--- config.mk ---
export PLATFORM = sky130hd
export DESIGN_NAME = ptns_ram
export DESIGN_NICKNAME = d
export VERILOG_FILES = /design/src/rtl/ptns_ram.sv
export SDC_FILE = /design/constraint.sdc
export NUM_CORES = 1
export LEC_CHECK = 0
export ABC_AREA = 1
export CAP_MARGIN = 40
export CORE_ASPECT_RATIO = 1.1
export CORE_MARGIN = 2
export CORE_UTILIZATION = 40
export CTS_BUF_LIST = sky130_fd_sc_hd__clkbuf_4
export DETAILED_ROUTE_END_ITERATION = 8
export DONT_BUFFER_PORTS = 1
export GPL_TIMING_DRIVEN = 0
export PLACE_DENSITY_LB_ADDON = 0.12
export SLEW_MARGIN = 40
export SYNTH_ARGS = -nofsm -noshare
export SYNTH_HDL_FRONTEND = slang
export SYNTH_SLANG_ARGS = --single-unit
--- constraint.sdc ---
create_clock -name clk -period 1.12 [get_ports clk]
set_clock_uncertainty 0.05 [all_clocks]
set_input_delay 0.056 -clock clk [delete_from_list [all_inputs] [get_ports clk]]
set_output_delay 0.056 -clock clk [all_outputs]
set_load 0.02 [all_outputs]
--- src/rtl/ptns_ram.sv ---
module ptns_ram #(
  parameter int WIDTH = 8,
  parameter int DEPTH = 16
) (
  input  logic                     clk,
  input  logic                     we,
  input  logic [$clog2(DEPTH)-1:0] waddr,
  input  logic [WIDTH-1:0]         wdata,
  input  logic [$clog2(DEPTH)-1:0] raddr,
  output logic [WIDTH-1:0]         rdata
);

  logic [WIDTH-1:0] mem [DEPTH];

  always_ff @(posedge clk) begin
    if (we) begin
      mem[waddr] <= wdata;
    end
    rdata <= mem[raddr];
  end

endmodule

==> results.py <==
metrics = {
    "cts": {
        "cts_tree": "yes",
        "cts_root_buf": "clkbuf_4",
        "clock_latency_ns": 0.56,
        "numCtsBuffers": 17,
        "clock_sinks": 136,
        "ctsLongestPathBuffers": 2,
        "ctsHtreeMaxLevel": 4,
        "clk_pin_slew_ns": 0.11,
    },
    "setup_path": {
        "path_max_fanout": 10,
        "crit_type": "in -> reg",
        "endpoint_kind": "register",
        "startpoint_type": "input port",
        "critPathRequiredTime_ns": 1.52,
        "crit_arrival_ns": 1.47,
    },
    "sta": {
        "relSlewSlack_pct": 45.6,
        "finalSetupViolCount": 0,
        "hold_violations": 52,
        "rsz0062_at_grt": "yes",
        "period_needed_ns": 1.07,
        "setup_slack_ns": 0.0498,
        "fmax_ghz": 0.934,
        "min_period_over_period_pct": 95.6,
        "drv_slew": 0,
        "fin_tns_setup_ns": 0,
        "whs_ns": -0.124,
        "tightest_slew_ns": 0.813,
    },
    "logic_synthesis": {
        "synth_top_area_share_pct": 66.7,
        "ys_seq_area_share_pct": 69.4,
        "syn_nets": 569,
        "ys.warnings.count": 0,
        "ys_ff_latch": 136,
        "synth.area.top_cells": "edfxtp_1 (67%), nand2_1 (11%), nand3_1 (8.4%)",
        "syn_area_per_cell_um2": 10.5,
        "synth.distinct_cells": 12,
        "synth_largest_area_cell": "edfxtp_1",
        "synthCells": 551,
        "netlist_area_um2": 5770,
    },
    "power": {
        "netSwitchingFraction_pct": 23.2,
        "leakage_nw": 2.79,
        "clkPwrFrac_pct": 34.9,
        "pwr-share-seq_pct": 57.6,
        "ir_worst_vdd_mv": 0.764,
        "p_int_mw": 7.69,
        "power.switching_mw": 2.32,
        "power.total_mw": 10.0,
        "p_comb_share_pct": 7.5,
        "p_per_area_nw_per_um2": 1520,
    },
    "layout": {
        "multi_input_area_um2": 1280,
        "drive_gt1_share_pct": 13.0,
        "fillCellCount": 1418,
        "area_growth_pct": 14.0,
        "register_area_um2": 4010,
        "stdcell_area_um2": 6570,
        "final_nets": 606,
    },
    "floorplan": {
        "core_area_um2": 14300,
        "rows": 46,
        "initial_core_util_pct": 40.4,
        "dieWidth_um": 118,
        "dieArea_um2": 15400,
        "die_h_um": 130,
        "io_pins": 26,
    },
    "global_routing": {
        "antenna_found_initial": 1,
        "first_global_vias": 3729,
        "grt_max_degree": 17,
        "track_usage_pct": 20.2,
        "grt_overflow_total": 0,
        "grt_pass1_wl_mm": 21.9,
    },
    "outcome": {
        "violations": "negative hold slack",
        "status": "complete, but fails checks",
    },
    "placed_design": {
        "port_buffers": 0,
        "dp_slack_ns": -0.398,
        "detailedPlacementHpwl_mm": 9.42,
        "placed_area_um2": 6010,
        "gp_congestion": 0.876,
    },
    "min_path": {
        "hold_class": "in -> reg",
    },
    "routing": {
        "drc": 0,
        "drt_first_iter_violations": 310,
        "wl_mm": 14.5,
        "firstDrtPassIters": 5,
        "vias_per_cell": 4.79,
        "vias": 3797,
        "final_antenna_net_count": 0,
        "routedWlPerCell_um": 18.3,
    },
    "run": {
        "max-cap-violations": 0,
    },
}
[layer usage]
metal	global-route usage (%)	routed length, µm	vias up	share of wire (%)
li1	-	-	1850	-
met1	26.4	6330	1801	44
met2	32.7	7070	120	49
met3	3.93	715	26	4.9
met4	9.52	415	0	2.9
met5	0	0	-	0
[flip-flops by register name, indices dropped and copies added (netlist names)]
register and cells:
rdata 8, mem 128
[path summary, 6_finish.rpt]
check	start	endpoint	slack (ns)	depth (start not counted)
worst max register to register	mem[11][1]$_DFFE_PP_	rdata[1]$_DFF_P_	0.05	6
worst max-delay path	raddr[0]	rdata[1]$_DFF_P_	0.05	8
worst min-delay path	we	mem[2][4]$_DFFE_PP_	-0.12	2
worst min register to register	mem[9][3]$_DFFE_PP_	rdata[3]$_DFF_P_	0.64	6
[what timing repair did]
action | CTS | global route
hold buffers | 18 | 1
setup buffers | 0 | 0
endpoints found under the hold margin | 214 | 60
pin swaps | 0 | 1
resized for setup | 8 | 10
setup endpoints to repair | 8 | 14
[power groups by stage]
| stage | logic (mW) | registers, mW | clock network [mW] |
|---|---|---|---|
| after floorplan | 0.401 | 5.86 | 0 |
| after global placement | 0.595 | 5.87 | 0 |
| after detailed placement | 0.596 | 5.87 | 0 |
| after CTS | 0.735 | 5.77 | 3.58 |
| after global routing | 0.830 | 5.78 | 3.75 |
| final | 0.751 | 5.77 | 3.49 |
[cell usage in the layout (no fill, tap or decap), types with 8 or more instances in the layout]
cell type	netlist	layout
edfxtp_1	128	128
dfxtp_2	0	8
nand3_1	97	88
buf_2	13	13
clkbuf_4	0	19
nor2_1	17	10
inv_1	100	100
nand3_2	0	9
nand2_1	173	173
dlygate4sd3_1	0	19
[cell usage after synthesis]
library cell,number
buf_2,13
buf_1,1
dfxtp_1,8
nand3_1,97
nor2_1,17
nand2_1,173
buf_6,6
buf_4,4
nand3b_1,2
edfxtp_1,128
inv_1,100
inv_2,2
[area by class of cell]
class                      instances  area share, %
antenna                            1         0.0381
buffer                            23           2.47
clock buffer                      19           2.17
clock inverter                    12           2.40
inverter                         102           5.82
multi-input combinational        289           19.5
sequential                       136           61.1
tap                              192           3.65
timing repair buffer              19           2.89
[metrics by stage]
step | util (%) | cells
finish | 46.1 | 793
global route | 46.1 | 793
CTS | 45.5 | 792
detailed placement | 42.1 | 743
global placement | 42.1 | 743
floorplan | - | 551
[cells by family (layout without fill, tap and decap cells)]
kind of cell           Yosys count  count (layout)  share of synthesized area [%]
flip-flops                     136             136                           69.4
other                            0               1                              0
buffers and inverters          126             175                           9.52
AND/OR/NAND/NOR                289             289                           21.0
[critical path, cell delays in order]
cell	delay, ns
dlygate4sd3_1	0.54
buf_6	0.17
buf_4	0.19
nand2_1	0.07
nand3_1	0.12
nand3_1	0.10
nand3_2	0.13
nand2_1	0.08
Note: power is estimated with default switching activity, not from simulation.
