File: src/rtl/ptns_pkg.sv
package ptns_pkg;

  localparam int POINT_DEPTH = 256;
  localparam int EDGE_DEPTH = 512;
  localparam int PAW = $clog2(POINT_DEPTH);
  localparam int EAW = $clog2(EDGE_DEPTH);
  localparam int PCW = PAW + 1;
  localparam int ECW = EAW + 1;
  localparam int CW = 24;
  localparam int IW = 8;

  localparam logic [1:0] OP_ADD = 2'd0;
  localparam logic [1:0] OP_QUERY = 2'd1;
  localparam logic [1:0] OP_CLEAR = 2'd2;

  localparam logic [1:0] ST_OK = 2'd0;
  localparam logic [1:0] ST_FULL = 2'd1;
  localparam logic [1:0] ST_EMPTY = 2'd2;

  typedef struct packed {
    logic [1:0] operation;
    logic signed [CW-1:0] ax;
    logic signed [CW-1:0] ay;
    logic signed [CW-1:0] bx;
    logic signed [CW-1:0] by;
  } in_req_t;

  typedef struct packed {
    logic [1:0] status;
    logic [IW-1:0] first_index;
    logic [IW-1:0] second_index;
    logic edge_added;
  } out_req_t;

endpackage

File: src/rtl/ptns_dist.sv
module ptns_dist (
  input  logic                               clk,
  input  logic signed [ptns_pkg::CW-1:0]     qx,
  input  logic signed [ptns_pkg::CW-1:0]     qy,
  input  logic signed [ptns_pkg::CW-1:0]     px,
  input  logic signed [ptns_pkg::CW-1:0]     py,
  output logic [2*ptns_pkg::CW+2:0]          dsq
);

  logic signed [ptns_pkg::CW:0] dx, dy;
  logic [ptns_pkg::CW:0] adx_r, ady_r;
  logic [2*ptns_pkg::CW+1:0] sx_r, sy_r;

  assign dx = {qx[ptns_pkg::CW-1], qx} - {px[ptns_pkg::CW-1], px};
  assign dy = {qy[ptns_pkg::CW-1], qy} - {py[ptns_pkg::CW-1], py};

  always_ff @(posedge clk) begin
    adx_r <= dx[ptns_pkg::CW] ? -dx : dx;
    ady_r <= dy[ptns_pkg::CW] ? -dy : dy;
    sx_r <= adx_r * adx_r;
    sy_r <= ady_r * ady_r;
  end

  assign dsq = {1'b0, sx_r} + {1'b0, sy_r};

endmodule

File: config.mk
export PLATFORM = sky130hd
export DESIGN_NAME = ptns_dist
export DESIGN_NICKNAME = d
export VERILOG_FILES = /design/src/rtl/ptns_pkg.sv /design/src/rtl/ptns_dist.sv
export SDC_FILE = /design/constraint.sdc
export NUM_CORES = 2
export LEC_CHECK = 0
export CAP_MARGIN = 5
export CORE_ASPECT_RATIO = 1.5
export CORE_MARGIN = 2
export CORE_UTILIZATION = 45
export CTS_BUF_LIST = sky130_fd_sc_hd__clkbuf_16
export DETAILED_ROUTE_END_ITERATION = 7
export DONT_BUFFER_PORTS = 1
export GPL_ROUTABILITY_DRIVEN = 1
export PLACE_DENSITY = 0.71
export SETUP_SLACK_MARGIN = 0.05
export SYNTH_ARGS = -nofsm -noshare
export SYNTH_HDL_FRONTEND = slang
export SYNTH_SLANG_ARGS = --single-unit
File: constraint.sdc
create_clock -name clk -period 18.5 [get_ports clk]
set_input_delay 0.925 -clock clk [delete_from_list [all_inputs] [get_ports clk]]
set_output_delay 0.925 -clock clk [all_outputs]
set_load 0.005 [all_outputs]
==> run summary <==
Status -> finished, final reports clean
Final setup fails -> 0
Initial DRC count -> 1553
Drc violations -> 0
CTS tree -> built
Detailed Routing Iterations Pass 1 -> 5
Non-filler cells, final -> 6214
Post-detail-place hpwl -> 92300 µm
XOR/XNOR share of the synthesized area -> 0.0450
Row count -> 141
Met1 Use GR -> 0.237
Crit path depth -> 25
WL per Instance -> 17.7 µm
Met3 Track Usage GR -> 0.0304
WP data required -> 18.95 ns
Inserted Diodes -> 0
Seq. cell area -> 2960 µm²
Final hold slack -> 0.651 ns
Gr usage total -> 0.228
R2r startpoint -> adx_r[15]
Count of pins over their slew limit -> 0
Worst r2r path cells -> 25
Chip Width -> 261 µm
Min Tclk post-route -> 8.82 ns
Clock Sinks -> 148
Startpoint of the worst hold path -> py[0]
Worst-path clk slew -> 0.08 ns
Initial antenna violation count -> 1
Routed vias/inst -> 5.19
Post-CTS Setup Bufs -> 0
CP Class -> flip-flop to flip-flop
Worst-Skew Late Latency -> 0.51 ns
Worst hold path class -> primary input to flip-flop
Post-synthesis mux area share -> 0.00185
Starting Density -> 0.453
Syn Inst Count -> 4988
First-pass GRT wire length -> 181000 µm
IO buf count -> 0
Syn Nets -> 6493
RSZ-0062 raised after global routing -> no
Largest family of logic cells by synthesized area -> adder cells
DRT antenna net count -> 0
Root Driver -> clkbuf_16
Final Hold Viols -> 0
Top Ports -> 148
Synth warnings -> 0
Largest net degree at the start of global routing -> 29
Post-Route WL -> 110000 µm
Nets -> 6419
Fillers -> 9173
Startpoint types -> flip-flop
Global routing usage on met2 -> 0.435
Setup TNS -> 0 ns
Ys flop type -> dfxtp_1
Slew Limit Headroom -> 0.165
H-tree depth -> 4
Final Cycle Share -> 0.477
#FFs+latches synth -> 148
Post-synth EDFFs -> 0
Synth Area in Simple Gates -> 0.117
Slowest cell on the critical path -> dfxtp_1
Fraction of layout cells with a size suffix above 1 -> 0.0231
Clock skew -> 0.0152 ns
Register area share after synthesis -> 0.0665
Area Growth Syn to Fin -> 4.44%
Critical Path Sink Type -> flip-flop
Vias in the first global route -> 35900
Max-cap viol count -> 0
Total CTS buffers -> 17
Die height -> 389 µm
Synth cell types -> 88
Area of the multi-input gates -> 35600 µm²
Top cell by count, worst path -> fa_1
Post-Synthesis Cell Area -> 44500 µm²
# hold bufs at CTS -> 0
Slew @ Worst Pin -> 1.25 ns
Final GP Congestion -> 0.925
Post-CTS sizing -> 0
Crit path DAT -> 9.28 ns
Max FO, Critical Path -> 25
Max incr delay on CP -> 1.08 ns
Compound-gate portion of the synthesized area -> 0.0822
CORE AREA -> 98300 µm²
Hold path cells -> 2
DR vias -> 32200
Worst path top cell family by delay -> adder cells
Post-synthesis adder-cell area fraction -> 0.553
Layer with the highest usage -> met2
Mapped Avg Cell Area -> 8.93 µm²
Max Root-Sink Buffers -> 2
Max Fclk -> 113 MHz
Placed Cells -> 6182
Crit path from -> adx_r[15]
Total grt overflow -> 0
WP buf/inv -> 6
Ys async rst share -> 0
Die ar. -> 102000 µm²
## cells in the final DEF (no fill, tap or decap), drive strengths merged, types with 7 or more instances in the layout
master   count
a2111oi     10
a211oi      22
a21o        94
a21oi      173
a31oi       17
and2       251
and3        30
and4         8
buf         45
clkbuf      17
clkinv      10
dfxtp      148
fa         934
ha         474
inv       1436
nand2      427
nand2b      17
nand3       40
nand4       23
nor2       161
nor2b       35
nor3        28
nor3b        8
o211ai       9
o21a        22
o21ai      106
o21bai      21
o31ai        9
o41ai        8
or2          7
or3          9
xnor2      151
xor2        78
## final cells by class
cell class	instances	share of cell area
multi-input combinational	3271	0.766
tap	1287	0.0346
clock inverter	15	0.00401
timing repair buffer	45	0.00727
sequential	148	0.0637
inverter	1431	0.116
clock buffer	17	0.00915
## worst paths after layout
kind / endpoint / slack, ns
worst max-delay path: sx_r[48] / 9.68
worst min register to register: sx_r[0] / 0.66
worst max register to register: sx_r[48] / 9.68
worst min-delay path: ady_r[0] / 0.65
## cell families (layout without fill, tap and decap cells)
logic type                 after synthesis  in the layout
xor gates and xnor gates               229            229
and+or+nand+nor                       1067           1067
DFF                                    148            148
AOI/OAI and AO/OA                      559            559
buffers and inverters                 1569           1508
muxes                                    8              8
adders and majority gates             1408           1408
## stage by stage
stage / setup slack [ns] / util / cell area (µm²)
6_report: 9.68 / 0.473 / 46500
4_1_cts: 9.75 / 0.473 / 46500
2_1_floorplan: 11.03 / - / 44500
3_5_place_dp: 9.80 / 0.467 / 45900
3_3_place_gp: 9.90 / 0.467 / 45900
5_1_grt: 9.33 / 0.473 / 46500
## flip-flops by register name (all words and copies together), names as in the netlist
signal and flops:
sy_r 49, adx_r 25, sx_r 49, ady_r 25
## cell usage after synthesis (28+ instances only)
master    count  area [µm²]
inv_1      1431        5370
fa_1        934       18700
ha_1        474        5930
nand2_1     427        1600
and2_1      250        1560
a21oi_1     171         856
nor2_1      160         601
xnor2_1     151        1320
dfxtp_1     148        2960
clkbuf_1    127         477
o21ai_0     104         521
a21o_1       94         706
xor2_1       78         683
nand3_1      40         200
nor2b_1      35         219
nor3_1       28         140
## layer usage
layer,up-vias,routed length [µm]
li1,14800,-
met1,16300,38400
met2,825,60700
met3,309,4790
met4,2,6440
met5,-,13
Power is left out: the tool's default activity adds up to more than one toggle a clock period on the data nets, which glitch-free logic cannot reach.
